<file path="src/hw/rtl/stimulus_phase_sequencer_core_defines.svh">
// Assertion macros used by the sequencer core RTL.
`ifndef STIMULUS_PHASE_SEQUENCER_CORE_DEFINES_SVH
`define STIMULUS_PHASE_SEQUENCER_CORE_DEFINES_SVH

// Checked on every clock edge outside reset.
`define SPS_ASSERT(lbl, prop, msg) \
    lbl: assert property (@(posedge aclk) disable iff (!aresetn) prop) else $error(msg);

// Checked on every clock edge, reset included.
`define SPS_ASSERT_ALWAYS(lbl, prop, msg) \
    lbl: assert property (@(posedge aclk) prop) else $error(msg);

`endif

</file>
<file path="src/hw/rtl/sps_pkg.sv">
package sps_pkg;

    // Phase codes
    localparam logic [2:0] PH_OUTSIDE  = 3'd0;
    localparam logic [2:0] PH_DELAYING = 3'd1;
    localparam logic [2:0] PH_STIM     = 3'd2;
    localparam logic [2:0] PH_PAUSE    = 3'd3;
    localparam logic [2:0] PH_REFRACT  = 3'd4;

    // Level clamp limits
    localparam logic [7:0] LEVEL_MIN = 8'd2;
    localparam logic [7:0] LEVEL_MAX = 8'd7;

    // Configuration port
    localparam int CFG_IDX_W  = 3;
    localparam int CFG_DATA_W = 32;
    localparam logic [CFG_IDX_W-1:0] REG_ENTRY_DELAY     = 3'd0;
    localparam logic [CFG_IDX_W-1:0] REG_PAUSE_DELAY     = 3'd1;
    localparam logic [CFG_IDX_W-1:0] REG_STIM_LENGTH     = 3'd2;
    localparam logic [CFG_IDX_W-1:0] REG_REFRACTORY_TIME = 3'd3;
    localparam logic [CFG_IDX_W-1:0] REG_REQUESTED_LEVEL = 3'd4;
    localparam logic [CFG_IDX_W-1:0] REG_STIM_MODE       = 3'd5;

    typedef struct packed {
        logic [31:0] entry_delay;
        logic [31:0] pause_delay;
        logic [31:0] stim_length;
        logic [31:0] refractory_time;
        logic [7:0]  requested_level;
        logic        stim_mode;
    } cfg_t;

    typedef struct packed {
        logic [2:0]  phase;
        logic [31:0] last_change;
        logic [2:0]  drive;
        logic [31:0] entries;
        logic [31:0] stimuli;
        logic [31:0] first_stim;
        logic [31:0] good_count;
        logic [31:0] bad_count;
    } state_t;

    typedef struct packed {
        state_t st;
        logic   written;
    } result_t;

    // Requested level limited to the usable range; low requests mean off
    function automatic logic [2:0] clamp_level(input logic [7:0] req);
        logic [2:0] lvl;
        if (req < LEVEL_MIN) begin
            lvl = 3'd0;
        end else if (req > LEVEL_MAX) begin
            lvl = LEVEL_MAX[2:0];
        end else begin
            lvl = req[2:0];
        end
        return lvl;
    endfunction

endpackage

</file>
<file path="src/hw/rtl/stimulus_phase_sequencer_core.sv">
// Channel   | Direction | Handshake          | Payload
// s_        | in        | s_valid / s_ready  | timestamp, stim_request, bad_frame
// m_        | out       | m_valid / m_ready  | phase, drive level/written, counters
// cfg_      | in        | cfg_we             | cfg_index, cfg_wdata
//
// One item per cycle while s_ready is high: step logic sits between the state
// and result registers; an accepted result goes to the output register or skid.
// A two-deep result buffer (output register plus skid) keeps s_ready high
// while one result waits; s_ready drops only when both are full.
// Reset (aresetn low, synchronous) clears state, configuration and buffers.
module stimulus_phase_sequencer_core (
    input  logic                           aclk,
    input  logic                           aresetn,
    input  logic                           cfg_we,
    input  logic [sps_pkg::CFG_IDX_W-1:0]  cfg_index,
    input  logic [sps_pkg::CFG_DATA_W-1:0] cfg_wdata,
    input  logic                           s_valid,
    output logic                           s_ready,
    input  logic [31:0]                    s_timestamp,
    input  logic                           s_stim_request,
    input  logic                           s_bad_frame,
    output logic                           m_valid,
    input  logic                           m_ready,
    output logic [2:0]                     m_phase,
    output logic [2:0]                     m_drive_level,
    output logic                           m_drive_written,
    output logic [31:0]                    m_entry_count,
    output logic [31:0]                    m_stim_count,
    output logic [31:0]                    m_first_stim_time,
    output logic [31:0]                    m_good_frames,
    output logic [31:0]                    m_bad_frames
);

`include "stimulus_phase_sequencer_core_defines.svh"

    sps_pkg::cfg_t    cfg_reg;
    sps_pkg::state_t  st_reg;
    sps_pkg::state_t  st_next;
    logic             written_next;
    sps_pkg::result_t res_next;
    sps_pkg::result_t out_reg;
    sps_pkg::result_t skid_reg;
    logic             m_valid_reg;
    logic             skid_valid_reg;
    logic             push;
    logic             pop;

    // Configuration registers
    always_ff @(posedge aclk) begin
        if (!aresetn) begin
            cfg_reg <= '0;
        end else if (cfg_we) begin
            case (cfg_index)
                sps_pkg::REG_ENTRY_DELAY:     cfg_reg.entry_delay     <= cfg_wdata;
                sps_pkg::REG_PAUSE_DELAY:     cfg_reg.pause_delay     <= cfg_wdata;
                sps_pkg::REG_STIM_LENGTH:     cfg_reg.stim_length     <= cfg_wdata;
                sps_pkg::REG_REFRACTORY_TIME: cfg_reg.refractory_time <= cfg_wdata;
                sps_pkg::REG_REQUESTED_LEVEL: cfg_reg.requested_level <= cfg_wdata[7:0];
                sps_pkg::REG_STIM_MODE:       cfg_reg.stim_mode       <= cfg_wdata[0];
                default: ;
            endcase
        end
    end

    // Step logic
    sps_step u_step (
        .state_i      (st_reg),
        .cfg_i        (cfg_reg),
        .timestamp    (s_timestamp),
        .stim_request (s_stim_request),
        .bad_frame    (s_bad_frame),
        .state_o      (st_next),
        .written_o    (written_next)
    );

    assign res_next = '{st: st_next, written: written_next};

    assign s_ready = !skid_valid_reg;
    assign push    = s_valid && s_ready;
    assign pop     = m_valid_reg && m_ready;

    // Sequencer state advances on each accepted item
    always_ff @(posedge aclk) begin
        if (!aresetn) begin
            st_reg <= '0;
        end else if (push) begin
            st_reg <= st_next;
        end
    end

    // Result buffer: output register with a skid stage behind it
    always_ff @(posedge aclk) begin
        if (!aresetn) begin
            m_valid_reg    <= 1'b0;
            skid_valid_reg <= 1'b0;
        end else if (skid_valid_reg) begin
            if (pop) begin
                m_valid_reg    <= 1'b1;
                skid_valid_reg <= 1'b0;
            end
        end else if (push) begin
            if (!m_valid_reg || pop) begin
                m_valid_reg <= 1'b1;
            end else begin
                skid_valid_reg <= 1'b1;
            end
        end else if (pop) begin
            m_valid_reg <= 1'b0;
        end
    end

    // Payload of the result buffer
    always_ff @(posedge aclk) begin
        if (skid_valid_reg) begin
            if (pop) begin
                out_reg <= skid_reg;
            end
        end else if (push) begin
            if (!m_valid_reg || pop) begin
                out_reg <= res_next;
            end else begin
                skid_reg <= res_next;
            end
        end
    end

    assign m_valid           = m_valid_reg;
    assign m_phase           = out_reg.st.phase;
    assign m_drive_level     = out_reg.st.drive;
    assign m_drive_written   = out_reg.written;
    assign m_entry_count     = out_reg.st.entries;
    assign m_stim_count      = out_reg.st.stimuli;
    assign m_first_stim_time = out_reg.st.first_stim;
    assign m_good_frames     = out_reg.st.good_count;
    assign m_bad_frames      = out_reg.st.bad_count;

    // Checks
    `SPS_ASSERT(a_skid_behind_out, skid_valid_reg |-> m_valid_reg, "skid full, output empty")
    `SPS_ASSERT(a_stall_skid, (push && m_valid_reg && !m_ready) |=> skid_valid_reg, "item lost")
    `SPS_ASSERT(a_drive_in_stim, (|st_reg.drive) |-> st_reg.phase == sps_pkg::PH_STIM, "drive on")
    `SPS_ASSERT(a_phase_code, st_reg.phase <= sps_pkg::PH_REFRACT, "phase code out of range")
    `SPS_ASSERT_ALWAYS(a_reset_empty, !aresetn |=> (!m_valid_reg && !skid_valid_reg), "not empty")

endmodule

</file>
<file path="src/hw/rtl/sps_step.sv">
// One frame of the phase sequencer: state in, next state out.
module sps_step (
    input  sps_pkg::state_t state_i,
    input  sps_pkg::cfg_t   cfg_i,
    input  logic [31:0]     timestamp,
    input  logic            stim_request,
    input  logic            bad_frame,
    output sps_pkg::state_t state_o,
    output logic            written_o
);

    logic [31:0] span;
    logic [31:0] elapsed;
    logic        expired;
    logic [2:0]  on_level;

    // Pick the duration that matters in this phase, then one subtract/compare
    always_comb begin
        case (state_i.phase)
            sps_pkg::PH_DELAYING: span = cfg_i.entry_delay;
            sps_pkg::PH_STIM:     span = cfg_i.stim_length;
            sps_pkg::PH_PAUSE:    span = cfg_i.pause_delay;
            sps_pkg::PH_REFRACT:  span = cfg_i.refractory_time;
            default:              span = 32'd0;
        endcase
    end

    assign elapsed = timestamp - state_i.last_change;
    assign expired = elapsed > span;

    // Light mode only switches on or off
    always_comb begin
        on_level = sps_pkg::clamp_level(cfg_i.requested_level);
        if (cfg_i.stim_mode) begin
            on_level = {2'b00, (on_level != 3'd0)};
        end
    end

    // Phase transitions
    always_comb begin
        state_o   = state_i;
        written_o = 1'b0;

        if (bad_frame) begin
            state_o.bad_count = state_i.bad_count + 32'd1;
        end else begin
            state_o.good_count = state_i.good_count + 32'd1;
        end

        case (state_i.phase)
            sps_pkg::PH_OUTSIDE: begin
                if (stim_request) begin
                    state_o.phase       = sps_pkg::PH_DELAYING;
                    state_o.entries     = state_i.entries + 32'd1;
                    state_o.last_change = timestamp;
                end
            end
            sps_pkg::PH_DELAYING: begin
                if (!bad_frame) begin
                    if (!stim_request) begin
                        state_o.phase = sps_pkg::PH_OUTSIDE;
                    end else if (expired) begin
                        state_o.phase       = sps_pkg::PH_STIM;
                        state_o.stimuli     = state_i.stimuli + 32'd1;
                        state_o.last_change = timestamp;
                        state_o.drive       = on_level;
                        written_o           = 1'b1;
                        if (state_i.first_stim == 32'd0) begin
                            state_o.first_stim = timestamp;
                        end
                    end
                end
            end
            sps_pkg::PH_STIM: begin
                // an expired stimulus goes off even on a bad frame
                if (expired) begin
                    state_o.drive = 3'd0;
                    written_o     = 1'b1;
                    if (!bad_frame) begin
                        state_o.phase = stim_request ? sps_pkg::PH_PAUSE
                                                     : sps_pkg::PH_REFRACT;
                        state_o.last_change = timestamp;
                    end
                end
            end
            sps_pkg::PH_PAUSE: begin
                if (!bad_frame) begin
                    if (!stim_request) begin
                        state_o.phase       = sps_pkg::PH_REFRACT;
                        state_o.last_change = timestamp;
                    end else if (expired) begin
                        state_o.phase       = sps_pkg::PH_STIM;
                        state_o.stimuli     = state_i.stimuli + 32'd1;
                        state_o.last_change = timestamp;
                        state_o.drive       = on_level;
                        written_o           = 1'b1;
                    end
                end
            end
            sps_pkg::PH_REFRACT: begin
                if (expired) begin
                    state_o.phase = sps_pkg::PH_OUTSIDE;
                end
            end
            default: begin
                state_o.phase = state_i.phase;
            end
        endcase
    end

endmodule

</file>
<file path="config.mk">
export PLATFORM = sky130hd
export DESIGN_NAME = stimulus_phase_sequencer_core
export DESIGN_NICKNAME = d
export VERILOG_FILES = /design/src/hw/rtl/sps_pkg.sv /design/src/hw/rtl/stimulus_phase_sequencer_core.sv /design/src/hw/rtl/sps_step.sv
export VERILOG_INCLUDE_DIRS = /design/src /design/src/hw/rtl
export SDC_FILE = /design/constraint.sdc
export NUM_CORES = 1
export LEC_CHECK = 0
export CAP_MARGIN = 20
export CORE_AREA = 2 2 309 220
export DETAILED_ROUTE_END_ITERATION = 10
export DIE_AREA = 0 0 311 222
export DONT_BUFFER_PORTS = 1
export PLACE_DENSITY_LB_ADDON = 0.2
export RECOVER_POWER = 25
export SYNTH_ARGS = -nofsm -noshare
export SYNTH_HDL_FRONTEND = slang
export SYNTH_SLANG_ARGS = --single-unit
</file>
<file path="constraint.sdc">
create_clock -name aclk -period 13.45 [get_ports aclk]
set_clock_uncertainty 0.2 [all_clocks]
set_input_delay 1.345 -clock aclk [delete_from_list [all_inputs] [get_ports aclk]]
set_output_delay 1.345 -clock aclk [all_outputs]
set_load 0.05 [all_outputs]
</file>
==> summary.md, run 1 <==
| Metric | Value |
|---|---|
| Status | complete, but fails checks |
| Violated checks | max-capacitance violations, max-slew violations |
| Initial antenna violation count | 3 |
| TritonCTS clock tree | built |
| Routability cong. | between 0.8 and 0.9 |
| Root buffer cell | clkbuf_16 |
| Port buffer count | 0 |
| Ports | between 200 and 250 |
| Vias per inst | 5.72 |
| Max H-tree Level | 3 |
| Post-synth top flop | dfxtp_1 |
| Yosys cell types | slightly below 90 |
| Syn Area/Cell | 10.7 sq um |
| Crit start category | primary input |
| Final WL | 76700 um |
| Vias in the first global route | 20400 |
| Mapped Nets | about 3000 |
| Critical path class | in -> reg |
| Synth top cells by count | nand2_1 (446), dfxtp_1 (337), edfxtp_1 (334), a21oi_1 (205), mux2_2 (168) |
| R2R cell count | 22 |
| # rows | 79 |
| Gr usage total | 21.6% |
| Critical-path maximum fanout | 47 |
| Worst Tran Pin Value | 3.98 ns |
| Synth-to-Final Area Change | 10.0% |
| Max reg flops | 167 |
| Antenna-violating nets left | 0 |
| Most frequent cell after synthesis | nand2_1 |
| Gate Count Post-Synth | 2864 |
| Seq cells post-synth | 671 |
| Synth Cell Area | 30800 sq um |
| Worst EP required | 13.59 ns |
| Power Dens Cells | 147 nW/um^2 |
| Hold-fix buffers at CTS | 0 |
| Global-route wire length before repair | 119000 um |
| Core area | approximately 66000 sq um |
| Slew Limit Fails | between 400 and 500 |
| CP arrival | 7.60 ns |
| Slew margin rel. | -166% |
| Worst min path class | reg -> reg |
| CTS sink cnt | 671 |
| Proportion of layout cells with a drive suffix above 1 | between 10% and 20% |
| Initial Util | 46.7% |
| YS warnings | 0 |
| Nets | a little under 3000 |
| Fillcell total | roughly 6000 |
| Final setup slack of the worst path | about 6 ns |
| Ant. Diodes | 0 |
| EDFF count, synth | 334 |
| Synth area leaders | edfxtp_1 (33%), dfxtp_1 (22%), mux2_2 (6.2%) |
| Worst-Skew Late Latency | 0.61 ns |
| Share of the synthesized area in the top cell type | 32.6% |
| Final hold violations | 0 |
| Setup crit end kind | flop |
| DR iter-0 viols | approximately 1700 |
| Register area share after synthesis | 54.6% |
| Maximum vdd ir drop | 0.000116 V |
| Clk buf depth | 3 |
| Post-synth ARST share | 0% |
| DP HPWL | 49700 um |
| WHS | 0.254 ns |
| Final min period | 7.46 ns |
| P_leak | 12.3 nW |
| Chip height | 222 um |
| CTS Buf Count | 69 |
| Multi-input gate area | 13100 sq um |
| FMAX | 134 MHz |
| Dpl ws | 5.44 ns |
| DIE AREA | 69000 sq um |
| Fin crit share | 55.5% |
| Post-CTS Resized | 0 |
| First drt pass iteration count | 5 |
| RSZ-0062 raised after global routing | no |
| Postcts setup bufs | 0 |
| Grt total ovfl | 0 |
| Die X-Extent | 311 um |
| DR WL/cell | 20.5 um |
| Max-Cap Viols | 7 |
| Largest net degree at the start of global routing | 110 |
| DRC | 0 |
| Via count | 21400 |
| Final setup viols | 0 |
| Cell taking the most area after synthesis | edfxtp_1 |
| Worst-path clk slew | approximately 0.06 ns |
| TNS Setup | 0 ns |
| Hold Crit Depth | 2 |
| Register area | around 17000 sq um |
-- critical path, stage by stage --
cell and delay, ns:
inv_1 0.04, ha_1 0.16, inv_1 0.06, fa_1 0.39
a21o_1 0.20, a221oi_2 0.36, a2111o_1 0.23, a31oi_1 0.11
a311oi_1 0.51, o21ai_1 0.16, a311o_1 0.33, o311ai_1 0.30
xnor2_1 0.12, ha_1 0.31, nand4_1 0.10, or2_1 0.29
nor3_2 0.28, nand4_1 0.22, o2111ai_4 0.12, buf_4 0.51
nand2b_1 0.85, nand3_1 0.25, mux2_2 0.34
-- metrics by stage --
step | std cells | area, sq um | total power, mW | utilization, %
after global placement | 3610 | 31500 | 2.94 | 47.8
after CTS | 3735 | 33900 | 5.00 | 51.5
after detailed placement | 3610 | 31500 | 2.96 | 47.8
final | 3737 | 33800 | 4.96 | 51.4
after global routing | 3737 | 33800 | 5.14 | 51.4
after floorplan | 2864 | 30800 | 2.83 | -
-- cells by family after synthesis --
| family | Yosys count | share of synthesized area, % |
|---|---|---|
| simple gates | 947 | 14.7 |
| flops | 671 | 54.6 |
| compound gates | 509 | 11.0 |
| xor+xnor | 232 | 6.63 |
| buf+inv | 231 | 2.92 |
| mux | 206 | 7.39 |
| fa+ha+maj | 68 | 2.79 |
-- layer usage --
layer / part of all wire [%] / wire [um] / GRT usage (%)
met4: 2.1 / 1570 / 5.66
met3: 6.9 / 5280 / 4.79
met5: 0.035 / 27 / 0
met1: 48 / 36800 / 32.0
met2: 43 / 33000 / 32.0
-- power breakdown --
group | total [mW] | switching, mW | internal [mW] | leakage (nW)
clock network | 2.05 | 0.827 | 1.22 | 1.16
registers | 2.44 | 0.200 | 2.24 | 5.82
logic | 0.480 | 0.296 | 0.184 | 5.34
-- cell type report --
cell class / count / share of cell area (%)
multi-input combinational: 1962 / 38.8
clock inverter: 34 / 1.49
sequential: 671 / 49.6
clock buffer: 91 / 5.62
tap: 891 / 3.30
inverter: 60 / 0.673
timing repair buffer: 28 / 0.566
-- cells in the final DEF, fill, tap and decap left out, types with 13 or more instances in the layout --
master / n
buf_4: 23
mux2_2: 161
and3_1: 36
mux2i_1: 37
a22o_1: 65
edfxtp_1: 334
nand2_1: 444
nor4_1: 31
a21o_1: 59
and2_1: 13
nor2_1: 157
xor2_1: 122
a221oi_1: 34
o21ai_0: 41
dfxtp_1: 337
clkbuf_16: 71
ha_1: 67
inv_1: 57
nand4_1: 29
or3_1: 36
nor3_1: 45
a21oi_1: 204
clkbuf_1: 20
xnor2_1: 109
nand3_1: 66
-- final timing paths --
path                  start           to  slack, ns
max          s_timestamp[0]   m_phase[1]       5.99
min             cfg_reg[10]  cfg_reg[10]       0.25
min reg2reg     cfg_reg[10]  cfg_reg[10]       0.25
max reg2reg            flop   m_phase[1]       6.35
(Power assumes the default switching activity.)
==> run 2, diff against run 1 <==
Clock period 13.45 ns to 7.3 ns, I/O delays scaled along.
==> summary.md, run 2 (synthesized netlist as in run 1, its figures left out) <==
| Metric | Value |
|---|---|
| Post-route cell area | ~34000 sq um |
| Proportion of layout cells with a drive suffix above 1 | 11.8% |
| Via count | 21400 |
| Max reg flops | 167 |
| Most frequent cells in the layout | nand2_1 (444), dfxtp_1 (337), edfxtp_1 (334), a21oi_1 (204), mux2_2 (165) |
| Slew Limit Fails | 361 |
| Largest net degree at the start of global routing | 160 |
| R2R setup slack | 0.69 ns |
| Post-CTS Resized | 0 |
| Port buffer count | 0 |
| Postcts setup bufs | 0 |
| Gr usage total | 21.9% |
| Vias per inst | around 5.7 |
| Critical Path Max Stage Delay | 0.62 ns |
| Worst-Skew Late Latency | a little over 0.6 ns |
| FMAX | 151 MHz |
| Dpl ws | about 0.47 ns |
| Vias in the first global route | between 20000 and 25000 |
| Maximum vdd ir drop | 0.000150 V |
| Status | complete, but fails checks |
| Synth-to-Final Area Change | 9.61% |
| Final min period | 6.61 ns |
| DRC | 0 |
| Clk buf depth | 3 |
| Nets | 2937 |
| Placed cell count | between 3000 and 4000 |
| DP HPWL | 49700 um |
| Critical path class | reg -> reg |
| CTS sink cnt | 671 |
| Max-Cap Viols | 4 |
| Core area | about 66000 sq um |
| Ant. Diodes | 0 |
| P_leak | 12.3 nW |
| Crit path to | m_drive_level[2] |
| Routability cong. | ~0.85 |
| Die X-Extent | 311 um |
| Grt total ovfl | 0 |
| Fin crit share | 90.6% |
| Max H-tree Level | 3 |
| Global-route wire length before repair | 120000 um |
| RSZ-0062 raised after global routing | no |
| Violated checks | max-capacitance violations, max-slew violations |
| Final hold violations | 0 |
| CP arrival | 6.75 ns |
| DR WL/cell | about 21 um |
| # rows | 79 |
| R2R cell count | 22 |
| Reg2Reg Capture Point | m_drive_level[2] |
| TNS Setup | 0 ns |
| Final core occ | 51.2% |
| Worst-path clk slew | 0.07 ns |
| Worst Tran Pin Value | 4.20 ns |
| Initial Util | a little under half |
| DIE AREA | 69000 sq um |
| Root buffer cell | clkbuf_16 |
| Antenna-violating nets left | 0 |
| Cells along the critical path | ha_1, inv_1, fa_1, a21o_1, a221oi_2, a2111o_1, a31oi_1, a311oi_1, o21ai_1, a311o_1, o311ai_1, xnor2_1, ha_1, nand4_1, or2_1, nor3_2, a211oi_2, o211ai_1, o211ai_1, nor3_1, o32ai_1, mux2_2 |
| Min-delay src | s_timestamp[19] |
| Crit-path slowest cell | nor3_1 |
| Worst min path class | in -> reg |
| Dpl cell area | 31500 sq um |
| Non-Filler Instances | 3738 |
| Worst EP required | between 7 and 8 ns |
| Chip height | 222 um |
| Crit start category | flop |
| TritonCTS clock tree | built |
| Commonest non-fill, non-tap cell in the layout | nand2_1 |
| Final setup slack of the worst path | 0.687 ns |
| Initial antenna violation count | 2 |
| Fillcell total | 5814 |
| First drt pass iteration count | 5 |
| Ports | roughly 240 |
| Slew margin rel. | -180% |
| Critical-path maximum fanout | 7 |
| DR iter-0 viols | 1973 |
| Setup crit end kind | flop |
| Final setup viols | 0 |
| CTS Buf Count | 68 |
| Final WL | 77200 um |
| Power Dens Cells | 263 nW/um^2 |
[run 2: cell type report]
class | count | area, sq um | share of cell area, %
inverters | 60 | 229 | 0.679
flip-flops and latches | 671 | 16800 | 49.8
well taps | 891 | 1110 | 3.31
repair buffers | 32 | 303 | 0.898
clock buffers | 94 | 1890 | 5.61
multi-input cells | 1962 | 13100 | 38.9
clock inverters | 28 | 283 | 0.839
[run 2: per-stage QoR]
step	hold slack, ns	total power, mW
2_1_floorplan	0.236	5.21
3_3_place_gp	0.241	5.42
3_5_place_dp	0.247	5.46
4_1_cts	0.000565	8.93
5_1_grt	0.00698	9.19
6_report	0.0431	8.85
[run 2: power by group]
part           internal (mW)  switching (mW)  total [mW]  leakage [nW]
clock                   1.99            1.47        3.46          1.06
combinational          0.344           0.554       0.897          5.39
sequential              4.12           0.366        4.49          5.82
[run 2: worst min path at each step]
stage                        end  cells past startpoint
finish                st_reg[83]                      1
global route          st_reg[88]                      1
CTS                   st_reg[76]                      1
detailed placement   cfg_reg[80]                      2
global placement     cfg_reg[52]                      2
floorplan           cfg_reg[100]                      2
[run 2: worst max-delay path, delay by kind of cell (launching register included)]
family / cells / cell delay, ns
compound gates: 12 / 3.06
simple gates: 4 / 1.26
fa+ha+maj: 3 / 0.92
flops: 1 / 0.42
mux: 1 / 0.32
xor+xnor: 1 / 0.11
buf+inv: 1 / 0.05
[run 2: timing repair]
item,CTS,global route
hold buffers,5,0
hold endpoints to repair,5,0
setup endpoints to repair,0,0
[run 2: per-layer routing]
metal / vias to the layer above / part of all wire (%) / global-route usage, %
li1: 10100 / - / -
met1: 10500 / 47 / 31.9
met2: 649 / 43 / 32.1
met3: 123 / 7.0 / 5.32
met4: 2 / 2.5 / 6.47
met5: - / 0.012 / 0
